`config.mk`:
```
export PLATFORM = sky130hd
export DESIGN_NAME = rv32_trap_entry_unit_core_flat
export DESIGN_NICKNAME = d
export VERILOG_FILES = /design/src/rtl/core/rte_pkg.sv /design/src/rtl/core/rte_if.sv /design/src/rtl/core/rte_cfg_regs.sv /design/src/rtl/core/rte_irq_arb.sv /design/src/rtl/core/rte_trap_ctrl.sv /design/src/rtl/core/rv32_trap_entry_unit_core.sv /design/src/flat_wrapper.sv
export SDC_FILE = /design/constraint.sdc
export NUM_CORES = 1
export LEC_CHECK = 0
export ABC_AREA = 1
export BUFFER_PORTS_ARGS = -buffer_cell sky130_fd_sc_hd__buf_2
export CAP_MARGIN = 20
export CORE_ASPECT_RATIO = 1.4
export CORE_MARGIN = 4
export CORE_UTILIZATION = 26
export CTS_BUF_LIST = sky130_fd_sc_hd__clkbuf_4 sky130_fd_sc_hd__clkbuf_8
export DETAILED_ROUTE_END_ITERATION = 6
export GPL_TIMING_DRIVEN = 1
export HOLD_SLACK_MARGIN = 0.1
export PLACE_DENSITY_LB_ADDON = 0.05
export SYNTH_ARGS = -nofsm -noshare
export SYNTH_HDL_FRONTEND = slang
export SYNTH_SLANG_ARGS = --single-unit
```
`constraint.sdc`:
```
create_clock -name clk_i -period 5.5 [get_ports clk_i]
set_input_delay 1.1 -clock clk_i [delete_from_list [all_inputs] [get_ports clk_i]]
set_output_delay 1.1 -clock clk_i [all_outputs]
set_load 0.1 [all_outputs]
```
`src/rtl/core/rte_pkg.sv`:
```
package rte_pkg;

  localparam int unsigned LineW  = 12;
  localparam int unsigned XlenW  = 32;
  localparam int unsigned CodeW  = 4;
  localparam int unsigned PrivW  = 2;
  localparam int unsigned CfgIdxW = 3;

  localparam logic [CfgIdxW-1:0] CFG_MIE     = 3'd0;
  localparam logic [CfgIdxW-1:0] CFG_MIDELEG = 3'd1;
  localparam logic [CfgIdxW-1:0] CFG_MEDELEG = 3'd2;
  localparam logic [CfgIdxW-1:0] CFG_MTVEC   = 3'd3;
  localparam logic [CfgIdxW-1:0] CFG_STVEC   = 3'd4;

  localparam logic [PrivW-1:0] PRIV_U = 2'd0;
  localparam logic [PrivW-1:0] PRIV_S = 2'd1;
  localparam logic [PrivW-1:0] PRIV_M = 2'd3;

  localparam int unsigned SIE_POS  = 1;
  localparam int unsigned MIE_POS  = 3;
  localparam int unsigned SPIE_POS = 5;
  localparam int unsigned MPIE_POS = 7;
  localparam int unsigned SPP_POS  = 8;
  localparam int unsigned MPP_LO   = 11;
  localparam int unsigned MPP_HI   = 12;

  localparam logic [CodeW-1:0] IRQ_MEI = 4'd11;
  localparam logic [CodeW-1:0] IRQ_MSI = 4'd3;
  localparam logic [CodeW-1:0] IRQ_MTI = 4'd7;
  localparam logic [CodeW-1:0] IRQ_SEI = 4'd9;
  localparam logic [CodeW-1:0] IRQ_SSI = 4'd1;
  localparam logic [CodeW-1:0] IRQ_STI = 4'd5;
  localparam logic [CodeW-1:0] IRQ_NONE = 4'd0;

  localparam logic [1:0] VEC_MODE_VECTORED = 2'd1;

  typedef struct packed {
    logic [LineW-1:0] pending_lines;
    logic [XlenW-1:0] current_pc;
    logic             trap_request;
    logic [XlenW-1:0] trap_cause;
    logic [XlenW-1:0] trap_value;
  } in_item_t;

  typedef struct packed {
    logic             interrupt_found;
    logic [CodeW-1:0] interrupt_code;
    logic             trap_taken;
    logic             to_supervisor;
    logic [XlenW-1:0] target_pc;
    logic [PrivW-1:0] new_privilege;
    logic [XlenW-1:0] status_after;
    logic [XlenW-1:0] saved_epc;
  } out_item_t;

  typedef struct packed {
    logic [LineW-1:0] mie;
    logic [LineW-1:0] mideleg;
    logic [XlenW-1:0] medeleg;
    logic [XlenW-1:0] mtvec;
    logic [XlenW-1:0] stvec;
  } cfg_t;

  typedef struct packed {
    logic [PrivW-1:0] priv;
    logic [XlenW-1:0] status;
  } state_t;

  typedef struct packed {
    logic             found;
    logic [CodeW-1:0] code;
  } irq_t;

  typedef struct packed {
    logic             trap_taken;
    logic             to_supervisor;
    logic [XlenW-1:0] target_pc;
    logic [PrivW-1:0] new_privilege;
    logic [XlenW-1:0] status_after;
    logic [XlenW-1:0] saved_epc;
  } trap_res_t;

endpackage

```
`src/rtl/core/rte_if.sv`:
```
interface rte_in_if;
  logic        valid;
  logic        ready;
  logic [11:0] pending_lines;
  logic [31:0] current_pc;
  logic        trap_request;
  logic [31:0] trap_cause;
  logic [31:0] trap_value;

  modport source (output valid, pending_lines, current_pc, trap_request, trap_cause,
                  trap_value, input ready);
  modport sink (input valid, pending_lines, current_pc, trap_request, trap_cause,
                trap_value, output ready);
endinterface

interface rte_out_if;
  logic        valid;
  logic        ready;
  logic        interrupt_found;
  logic [3:0]  interrupt_code;
  logic        trap_taken;
  logic        to_supervisor;
  logic [31:0] target_pc;
  logic [1:0]  new_privilege;
  logic [31:0] status_after;
  logic [31:0] saved_epc;

  modport source (output valid, interrupt_found, interrupt_code, trap_taken, to_supervisor,
                  target_pc, new_privilege, status_after, saved_epc, input ready);
  modport sink (input valid, interrupt_found, interrupt_code, trap_taken, to_supervisor,
                target_pc, new_privilege, status_after, saved_epc, output ready);
endinterface

interface rte_cfg_if;
  logic        valid;
  logic        ready;
  logic [2:0]  index;
  logic [31:0] data;

  modport source (output valid, index, data, input ready);
  modport sink (input valid, index, data, output ready);
endinterface

```
`src/rtl/core/rte_cfg_regs.sv`:
```
module rte_cfg_regs import rte_pkg::*; (
  input  logic               clk_i,
  input  logic               rst_ni,
  input  logic               wr_en_i,
  input  logic [CfgIdxW-1:0] wr_idx_i,
  input  logic [XlenW-1:0]   wr_data_i,
  output cfg_t               cfg_o
);

  cfg_t cfg_q, cfg_d;

  always_comb begin
    cfg_d = cfg_q;
    if (wr_en_i) begin
      unique case (wr_idx_i)
        CFG_MIE:     cfg_d.mie     = wr_data_i[LineW-1:0];
        CFG_MIDELEG: cfg_d.mideleg = wr_data_i[LineW-1:0];
        CFG_MEDELEG: cfg_d.medeleg = wr_data_i;
        CFG_MTVEC:   cfg_d.mtvec   = wr_data_i;
        CFG_STVEC:   cfg_d.stvec   = wr_data_i;
        default:     cfg_d = cfg_q;
      endcase
    end
  end

  always_ff @(posedge clk_i or negedge rst_ni) begin
    if (!rst_ni) begin
      cfg_q <= '0;
    end else begin
      cfg_q <= cfg_d;
    end
  end

  assign cfg_o = cfg_q;

endmodule

```
`src/rtl/core/rte_irq_arb.sv`:
```
module rte_irq_arb import rte_pkg::*; (
  input  logic [LineW-1:0] lines_i,
  input  cfg_t             cfg_i,
  input  state_t           state_i,
  output irq_t             irq_o
);

  logic [LineW-1:0] pend;
  logic [LineW-1:0] active;
  logic             m_en;
  logic             s_en;

  always_comb begin
    pend   = lines_i & cfg_i.mie;
    m_en   = (state_i.priv != PRIV_M) || state_i.status[MIE_POS];
    s_en   = (state_i.priv == PRIV_U) ||
             ((state_i.priv == PRIV_S) && state_i.status[SIE_POS]);
    active = ((m_en ? pend & ~cfg_i.mideleg : '0) | (s_en ? pend & cfg_i.mideleg : '0));
  end

  always_comb begin
    irq_o.found = 1'b1;
    priority if (active[IRQ_MEI]) irq_o.code = IRQ_MEI;
    else if (active[IRQ_MSI])     irq_o.code = IRQ_MSI;
    else if (active[IRQ_MTI])     irq_o.code = IRQ_MTI;
    else if (active[IRQ_SEI])     irq_o.code = IRQ_SEI;
    else if (active[IRQ_SSI])     irq_o.code = IRQ_SSI;
    else if (active[IRQ_STI])     irq_o.code = IRQ_STI;
    else begin
      irq_o.found = 1'b0;
      irq_o.code  = IRQ_NONE;
    end
  end

endmodule

```
`src/rtl/core/rte_trap_ctrl.sv`:
```
module rte_trap_ctrl import rte_pkg::*; (
  input  logic      clk_i,
  input  logic      rst_ni,
  input  logic      commit_i,
  input  in_item_t  item_i,
  input  cfg_t      cfg_i,
  output state_t    state_o,
  output trap_res_t res_o
);

  logic [PrivW-1:0] priv_q, priv_d;
  logic [XlenW-1:0] status_q, status_d;

  logic             is_irq;
  logic [XlenW-2:0] code;
  logic             code_small;
  logic [XlenW-1:0] irq_deleg;
  logic             deleg_bit;
  logic             deleg;
  logic [XlenW-1:0] vec;
  logic [XlenW-1:0] base;
  logic [XlenW-1:0] target;

  always_comb begin
    is_irq     = item_i.trap_cause[XlenW-1];
    code       = item_i.trap_cause[XlenW-2:0];
    code_small = (code[XlenW-2:5] == '0);
    irq_deleg  = {{(XlenW-LineW){1'b0}}, cfg_i.mideleg};
    deleg_bit  = is_irq ? irq_deleg[code[4:0]] : cfg_i.medeleg[code[4:0]];
    deleg      = item_i.trap_request && (priv_q == PRIV_U || priv_q == PRIV_S) &&
                 code_small && deleg_bit;

    vec  = deleg ? cfg_i.stvec : cfg_i.mtvec;
    base = {vec[XlenW-1:2], 2'b00};
    if ((vec[1:0] == VEC_MODE_VECTORED) && is_irq) begin
      target = base + {code[XlenW-3:0], 2'b00};
    end else begin
      target = base;
    end

    priv_d   = priv_q;
    status_d = status_q;
    if (item_i.trap_request) begin
      if (deleg) begin
        status_d[SPIE_POS] = status_q[SIE_POS];
        status_d[SIE_POS]  = 1'b0;
        status_d[SPP_POS]  = (priv_q == PRIV_S);
        priv_d             = PRIV_S;
      end else begin
        status_d[MPIE_POS]      = status_q[MIE_POS];
        status_d[MIE_POS]       = 1'b0;
        status_d[MPP_HI:MPP_LO] = priv_q;
        priv_d                  = PRIV_M;
      end
    end

    res_o.trap_taken    = item_i.trap_request;
    res_o.to_supervisor = deleg;
    res_o.target_pc     = item_i.trap_request ? target : '0;
    res_o.new_privilege = priv_d;
    res_o.status_after  = status_d;
    res_o.saved_epc     = item_i.trap_request ? {item_i.current_pc[XlenW-1:1], 1'b0} : '0;
  end

  always_ff @(posedge clk_i or negedge rst_ni) begin
    if (!rst_ni) begin
      priv_q   <= PRIV_M;
      status_q <= '0;
    end else if (commit_i) begin
      priv_q   <= priv_d;
      status_q <= status_d;
    end
  end

  assign state_o.priv   = priv_q;
  assign state_o.status = status_q;

endmodule

```
`src/rtl/core/rv32_trap_entry_unit_core.sv`:
```
// path: an accepted item passes through the input register, then the result register
// throughput: one item per cycle while the output is not stalled; privilege and
// mstatus update as the item leaves the input register, so the next item sees them
// reset: privilege machine, mstatus zero, all config registers zero, both stages empty
module rv32_trap_entry_unit_core import rte_pkg::*; (
  input  logic clk_i,
  input  logic rst_ni,
  rte_in_if.sink    in_i,
  rte_out_if.source out_o,
  rte_cfg_if.sink   cfg_i
);

  cfg_t      cfg;
  state_t    state;
  irq_t      irq;
  trap_res_t res;

  logic      s1_valid_q, s1_valid_d;
  in_item_t  s1_q;
  logic      out_valid_q, out_valid_d;
  out_item_t out_q;

  logic      in_acc;
  logic      out_free;
  logic      advance;

  assign cfg_i.ready = 1'b1;

  rte_cfg_regs u_cfg (
    .clk_i     (clk_i),
    .rst_ni    (rst_ni),
    .wr_en_i   (cfg_i.valid),
    .wr_idx_i  (cfg_i.index),
    .wr_data_i (cfg_i.data),
    .cfg_o     (cfg)
  );

  rte_irq_arb u_irq (
    .lines_i (s1_q.pending_lines),
    .cfg_i   (cfg),
    .state_i (state),
    .irq_o   (irq)
  );

  rte_trap_ctrl u_trap (
    .clk_i    (clk_i),
    .rst_ni   (rst_ni),
    .commit_i (advance),
    .item_i   (s1_q),
    .cfg_i    (cfg),
    .state_o  (state),
    .res_o    (res)
  );

  assign out_free   = !out_valid_q || out_o.ready;
  assign advance    = s1_valid_q && out_free;
  assign in_i.ready = !s1_valid_q || advance;
  assign in_acc     = in_i.valid && in_i.ready;

  always_comb begin
    s1_valid_d = s1_valid_q;
    if (in_acc) begin
      s1_valid_d = 1'b1;
    end else if (advance) begin
      s1_valid_d = 1'b0;
    end
    out_valid_d = out_valid_q;
    if (advance) begin
      out_valid_d = 1'b1;
    end else if (out_o.ready) begin
      out_valid_d = 1'b0;
    end
  end

  always_ff @(posedge clk_i or negedge rst_ni) begin
    if (!rst_ni) begin
      s1_valid_q  <= 1'b0;
      out_valid_q <= 1'b0;
    end else begin
      s1_valid_q  <= s1_valid_d;
      out_valid_q <= out_valid_d;
    end
  end

  always_ff @(posedge clk_i) begin
    if (in_acc) begin
      s1_q.pending_lines <= in_i.pending_lines;
      s1_q.current_pc    <= in_i.current_pc;
      s1_q.trap_request  <= in_i.trap_request;
      s1_q.trap_cause    <= in_i.trap_cause;
      s1_q.trap_value    <= in_i.trap_value;
    end
    if (advance) begin
      out_q.interrupt_found <= irq.found;
      out_q.interrupt_code  <= irq.code;
      out_q.trap_taken      <= res.trap_taken;
      out_q.to_supervisor   <= res.to_supervisor;
      out_q.target_pc       <= res.target_pc;
      out_q.new_privilege   <= res.new_privilege;
      out_q.status_after    <= res.status_after;
      out_q.saved_epc       <= res.saved_epc;
    end
  end

  assign out_o.valid           = out_valid_q;
  assign out_o.interrupt_found = out_q.interrupt_found;
  assign out_o.interrupt_code  = out_q.interrupt_code;
  assign out_o.trap_taken      = out_q.trap_taken;
  assign out_o.to_supervisor   = out_q.to_supervisor;
  assign out_o.target_pc       = out_q.target_pc;
  assign out_o.new_privilege   = out_q.new_privilege;
  assign out_o.status_after    = out_q.status_after;
  assign out_o.saved_epc       = out_q.saved_epc;

`ifndef SYNTHESIS
  a_priv_legal: assert property (@(posedge clk_i) disable iff (!rst_ni)
    state.priv != 2'd2)
    else $error("reserved privilege reached");

  a_stage_moves: assert property (@(posedge clk_i) disable iff (!rst_ni)
    (s1_valid_q && !out_valid_q) |=> out_valid_q)
    else $error("item stuck in input register");

  a_no_trap_quiet: assert property (@(posedge clk_i) disable iff (!rst_ni)
    (out_valid_q && !out_q.trap_taken) |->
      (!out_q.to_supervisor && out_q.saved_epc == '0 && out_q.target_pc == '0))
    else $error("trap fields set without a trap");

  a_deleg_priv: assert property (@(posedge clk_i) disable iff (!rst_ni)
    (out_valid_q && out_q.to_supervisor) |-> (out_q.new_privilege == PRIV_S))
    else $error("delegated trap not in supervisor mode");
`endif

endmodule
```
`src/flat_wrapper.sv`:
```
// flat-port wrapper written by rule: the top's interface ports become plain ports
module rv32_trap_entry_unit_core_flat import rte_pkg::*;
  (clk_i, rst_ni, in_i_valid, in_i_pending_lines, in_i_current_pc, in_i_trap_request, in_i_trap_cause, in_i_trap_value, in_i_ready, out_o_valid, out_o_interrupt_found, out_o_interrupt_code, out_o_trap_taken, out_o_to_supervisor, out_o_target_pc, out_o_new_privilege, out_o_status_after, out_o_saved_epc, out_o_ready, cfg_i_valid, cfg_i_index, cfg_i_data, cfg_i_ready);
  rte_in_if in_i_i ();
  rte_out_if out_o_i ();
  rte_cfg_if cfg_i_i ();
  input  logic clk_i;
  input  logic rst_ni;
  input wire logic [$bits(in_i_i.valid)-1:0] in_i_valid;
  input wire logic [$bits(in_i_i.pending_lines)-1:0] in_i_pending_lines;
  input wire logic [$bits(in_i_i.current_pc)-1:0] in_i_current_pc;
  input wire logic [$bits(in_i_i.trap_request)-1:0] in_i_trap_request;
  input wire logic [$bits(in_i_i.trap_cause)-1:0] in_i_trap_cause;
  input wire logic [$bits(in_i_i.trap_value)-1:0] in_i_trap_value;
  output wire logic [$bits(in_i_i.ready)-1:0] in_i_ready;
  output wire logic [$bits(out_o_i.valid)-1:0] out_o_valid;
  output wire logic [$bits(out_o_i.interrupt_found)-1:0] out_o_interrupt_found;
  output wire logic [$bits(out_o_i.interrupt_code)-1:0] out_o_interrupt_code;
  output wire logic [$bits(out_o_i.trap_taken)-1:0] out_o_trap_taken;
  output wire logic [$bits(out_o_i.to_supervisor)-1:0] out_o_to_supervisor;
  output wire logic [$bits(out_o_i.target_pc)-1:0] out_o_target_pc;
  output wire logic [$bits(out_o_i.new_privilege)-1:0] out_o_new_privilege;
  output wire logic [$bits(out_o_i.status_after)-1:0] out_o_status_after;
  output wire logic [$bits(out_o_i.saved_epc)-1:0] out_o_saved_epc;
  input wire logic [$bits(out_o_i.ready)-1:0] out_o_ready;
  input wire logic [$bits(cfg_i_i.valid)-1:0] cfg_i_valid;
  input wire logic [$bits(cfg_i_i.index)-1:0] cfg_i_index;
  input wire logic [$bits(cfg_i_i.data)-1:0] cfg_i_data;
  output wire logic [$bits(cfg_i_i.ready)-1:0] cfg_i_ready;
  assign in_i_i.valid = in_i_valid;
  assign in_i_i.pending_lines = in_i_pending_lines;
  assign in_i_i.current_pc = in_i_current_pc;
  assign in_i_i.trap_request = in_i_trap_request;
  assign in_i_i.trap_cause = in_i_trap_cause;
  assign in_i_i.trap_value = in_i_trap_value;
  assign in_i_ready = in_i_i.ready;
  assign out_o_valid = out_o_i.valid;
  assign out_o_interrupt_found = out_o_i.interrupt_found;
  assign out_o_interrupt_code = out_o_i.interrupt_code;
  assign out_o_trap_taken = out_o_i.trap_taken;
  assign out_o_to_supervisor = out_o_i.to_supervisor;
  assign out_o_target_pc = out_o_i.target_pc;
  assign out_o_new_privilege = out_o_i.new_privilege;
  assign out_o_status_after = out_o_i.status_after;
  assign out_o_saved_epc = out_o_i.saved_epc;
  assign out_o_i.ready = out_o_ready;
  assign cfg_i_i.valid = cfg_i_valid;
  assign cfg_i_i.index = cfg_i_index;
  assign cfg_i_i.data = cfg_i_data;
  assign cfg_i_ready = cfg_i_i.ready;
  rv32_trap_entry_unit_core u_core (.clk_i(clk_i), .rst_ni(rst_ni), .in_i(in_i_i), .out_o(out_o_i), .cfg_i(cfg_i_i));
endmodule
```
==> key figures <==
Setup path
  • Critical path class: flip-flop to flip-flop
  • Reg2Reg Depth: 26
  • Worst setup EP type: flip-flop
  • CP Max Fanout: 17
  • Critical Path Source Type: flip-flop
  • RR Endpoint: u_core.out_o.target_pc[24]
  • Critical Path RT: 5.82 ns
  • CP arrival: 4.93 ns
  • Worst reg2reg setup slack: 0.89 ns
  • R2R Path Start: u_core.s1_q[32]

Global route
  • Largest net degree at the start of global routing: 65
  • Total track usage: 0.139
  • Number of global-route vias before repair: 10041
  • Grt ovf: 0
  • First-pass GRT wire length: 58100 um
  • Initial antenna violation count: 1

Finish
  • Multi-input logic area: 4250 um^2
  • Final core utilization: 0.318
  • Cell area after layout: 15300 um^2
  • Sequential Area: 7510 um^2
  • Layout area overhead: 20.4%
  • Fill count: 5204
  • Nets: 1756
  • Layout cells sized above 1: 0.206

Synthesis
  • Synth warn: 0
  • Area share of and/or/nand/nor cells after synthesis: 0.167
  • Synth Area in Compound Gates: 0.109
  • Largest family of logic cells by synthesized area: simple AND/OR/NAND/NOR gates
  • Yosys cell types: 42
  • Cells after synthesis: 1354
  • Post-Syn Area: 12700 um^2
  • Adder-Cell Fraction of Synth Area: 0.0301
  • Synth area leader: edfxtp_1
  • Mean post-synth cell area: 9.41 um^2
  • Post-synth top area share: 0.344
  • Sequential cell area fraction in the yosys report: 0.590
  • Synth Area in XOR/XNOR: 0.0172
  • Post-synthesis mux area share: 0
  • Largest cells by area after synthesis: edfxtp_1 (34%), dfrtp_1 (24%), nand2_1 (9.3%)
  • Register bit total from synthesis: 271

Placed design
  • Placed Area: 14400 um^2
  • Gpl congestion: 0.805
  • PortBufs: 188
  • Detailed Place HPWL: 27200 um

Pwr
  • Peak supply drop: 0.180 mV
  • Power Density: 407 nW/um^2
  • Total chip power: 6.25 mW
  • Pleak: 7.42 nW

Floorplan
  • Core ar.: 48300 um^2
  • Std-Cell Rows: 95
  • Die ar.: 52700 um^2
  • Initial Util: 0.264
  • I/O pin count: 257
  • Die width: 195 um
  • Die Y: 270 um

STA
  • Slew Viols, Final: 0
  • Final setup violation count: 0
  • Max Fclk: 0.217 GHz
  • Hold slack: 0.469 ns
  • Final hold vios: 0
  • Clock skew: 0.0248 ns
  • Max transition margin: 0.418
  • Worst Max-Slew Pin Slew: 0.873 ns
  • Fin crit share: 0.838
  • Final Critical Period: 4.61 ns
  • RSZ-0062 raised after global routing: no
  • Setup TNS: 0 ns

Worst hold path
  • Hold wc startpoint: u_core.u_trap.status_q[1]
  • HP Class: flip-flop to flip-flop
  • WHS Endpoint: u_core.u_trap.status_q[1]
  • Min-Delay Path Depth: 2

Detailed routing
  • Detailed-route wire length per cell: 16.6 um
  • ANT nets after route: 0
  • Pre-antenna DRT Iters: 5
  • Vias: 9633
  • DR vias/cell: 4.29
  • WL final: 37200 um
  • Drt initial violations: 448
  • DRC Markers: 0

CTS
  • TritonCTS Buffers: 47
  • Post-CTS Resized: 0
  • CTS tree: done
  • Hold buffer count at CTS: 0
  • Worst-path clk slew: 0.06 ns
  • Clock buffer depth: 3
  • Clk root buf: clkbuf_8
  • Clk sink count: 271
  • Setup Fix Bufs, Post-CTS: 0
  • H-tree levels: 2
  • Skew-Pair Late Insertion Delay: 0.59 ns

Run
  • Max Cap Violations: 0

Run status
  • Status: completed
cell type report:
cell class                 instances  area share
sequential                       271       0.490
timing repair buffer             222      0.0781
multi-input combinational        870       0.277
clock buffer                      81      0.0612
inverter                         165      0.0405
clock inverter                     6     0.00204
antenna                            1    0.000163
tap                              630      0.0514
synthesized netlist by cell type:
cell type  number
o2111ai_1       6
buf_2           8
a21oi_1        56
dfstp_2         2
o22ai_1         1
nand3b_1        3
a31oi_1         1
nand3_2         1
nor4_1          5
dfrtp_1       123
or3b_2          1
nor2b_1         1
o21ai_1        14
clkbuf_1       27
nand4_1         8
xor2_1         18
nor2_2          8
o31ai_4         1
nand2_1       317
inv_2           3
o21ai_0       179
or2_1           1
a21o_1          6
nand2_2         1
nor4_4          1
o21a_1          1
nor2_1        135
nand3_1        30
buf_4          32
o211ai_1        1
nand2_4         2
xnor2_1         7
nand3_4         1
conb_1          2
ha_1           29
inv_1         162
buf_6           8
nor3_1          3
nor2_4          1
or2_2           1
edfxtp_1      146
fa_1            1
stage by stage:
step / std cells / worst slack, ns
after global placement: 2158 / 0.860
after CTS: 2245 / 0.784
after global routing: 2246 / 0.475
after detailed placement: 2158 / 0.841
after floorplan: 1381 / 1.58
final: 2246 / 0.890
layout by cell type (no fill, tap or decap), types with 4 or more instances in the layout:
cell type / Yosys / layout
a21o_1: 6 / 6
a21oi_1: 56 / 56
buf_2: 8 / 187
buf_4: 32 / 35
clkbuf_4: 0 / 28
clkbuf_8: 0 / 53
clkinv_1: 0 / 4
conb_1: 2 / 29
dfrtp_1: 123 / 123
edfxtp_1: 146 / 146
ha_1: 29 / 29
inv_1: 162 / 160
nand2_1: 317 / 317
nand3_1: 30 / 28
nand4_1: 8 / 8
nor2_1: 135 / 135
nor2_2: 8 / 8
nor4_1: 5 / 5
o2111ai_1: 6 / 6
o21ai_0: 179 / 179
o21ai_1: 14 / 14
xnor2_1: 7 / 7
xor2_1: 18 / 18
worst max-delay path, stage by stage (launching register included):
cell and delay, ns:
edfxtp_1 0.58, inv_2 0.09, buf_4 0.21, nor2_1 0.05
o21ai_0 0.27, nand2_1 0.09, nand2_1 0.06, inv_1 0.03
nand2_1 0.05, nand2_1 0.05, nand2_2 0.13, nand2_4 0.16
inv_2 0.14, nor2_1 0.06, nor2_2 0.11, ha_1 0.15
inv_1 0.06, fa_1 0.43, o21ai_0 0.32, a21oi_1 0.20
o21ai_0 0.41, nand2_1 0.11, nand2_1 0.18, a21oi_1 0.11
xnor2_1 0.14, nor2_1 0.08, nor2_1 0.07
report_power, final:
group / total (mW) / internal (mW) / switching [mW]
Clock: 1.91 / 1.07 / 0.837
Sequential: 2.59 / 2.47 / 0.127
Combinational: 1.75 / 0.415 / 1.34
Total: 6.25 / 3.95 / 2.30
worst max-delay path by stage:
stage                         start                         end  cells past startpoint
floorplan           u_core.s1_q[32]  u_core.out_o.target_pc[30]                     27
global placement    u_core.s1_q[32]  u_core.out_o.target_pc[24]                     26
detailed placement  u_core.s1_q[32]  u_core.out_o.target_pc[28]                     27
CTS                 u_core.s1_q[32]  u_core.out_o.target_pc[28]                     27
global route        u_core.s1_q[32]  u_core.out_o.target_pc[28]                     26
finish              u_core.s1_q[32]  u_core.out_o.target_pc[24]                     26
kinds of logic (layout without fill, tap and decap cells):
family                   count (synthesis)  in the layout
AND/OR/NAND/NOR                        520            520
flip-flops                             271            271
AO/OA/AOI/OAI                          266            266
buffers and inverters                  240            474
adder cells (fa/ha/maj)                 30             30
XOR/XNOR                                25             25
other                                    2             30
flip-flops by register name (all words and copies together) (netlist names):
signal	count
u_core.out_o.saved_epc	31
u_core.s1_valid_q	1
u_core.out_o.new_privilege	2
u_core.out_o.trap_taken	1
u_core.u_cfg.cfg_o	114
u_core.u_trap.priv_q	2
u_core.out_o.valid	1
u_core.out_o.target_pc	30
u_core.u_trap.status_q	7
u_core.out_o.to_supervisor	1
u_core.s1_q	70
u_core.out_o.interrupt_code	4
u_core.out_o.status_after	7
layer usage:
metal  GRT usage  routed length (um)
met3      0.0248                1710
met5           0                   0
met1       0.175               16100
met2       0.245               18500
met4      0.0408                 926
Note: power is estimated with default switching activity, not from simulation.
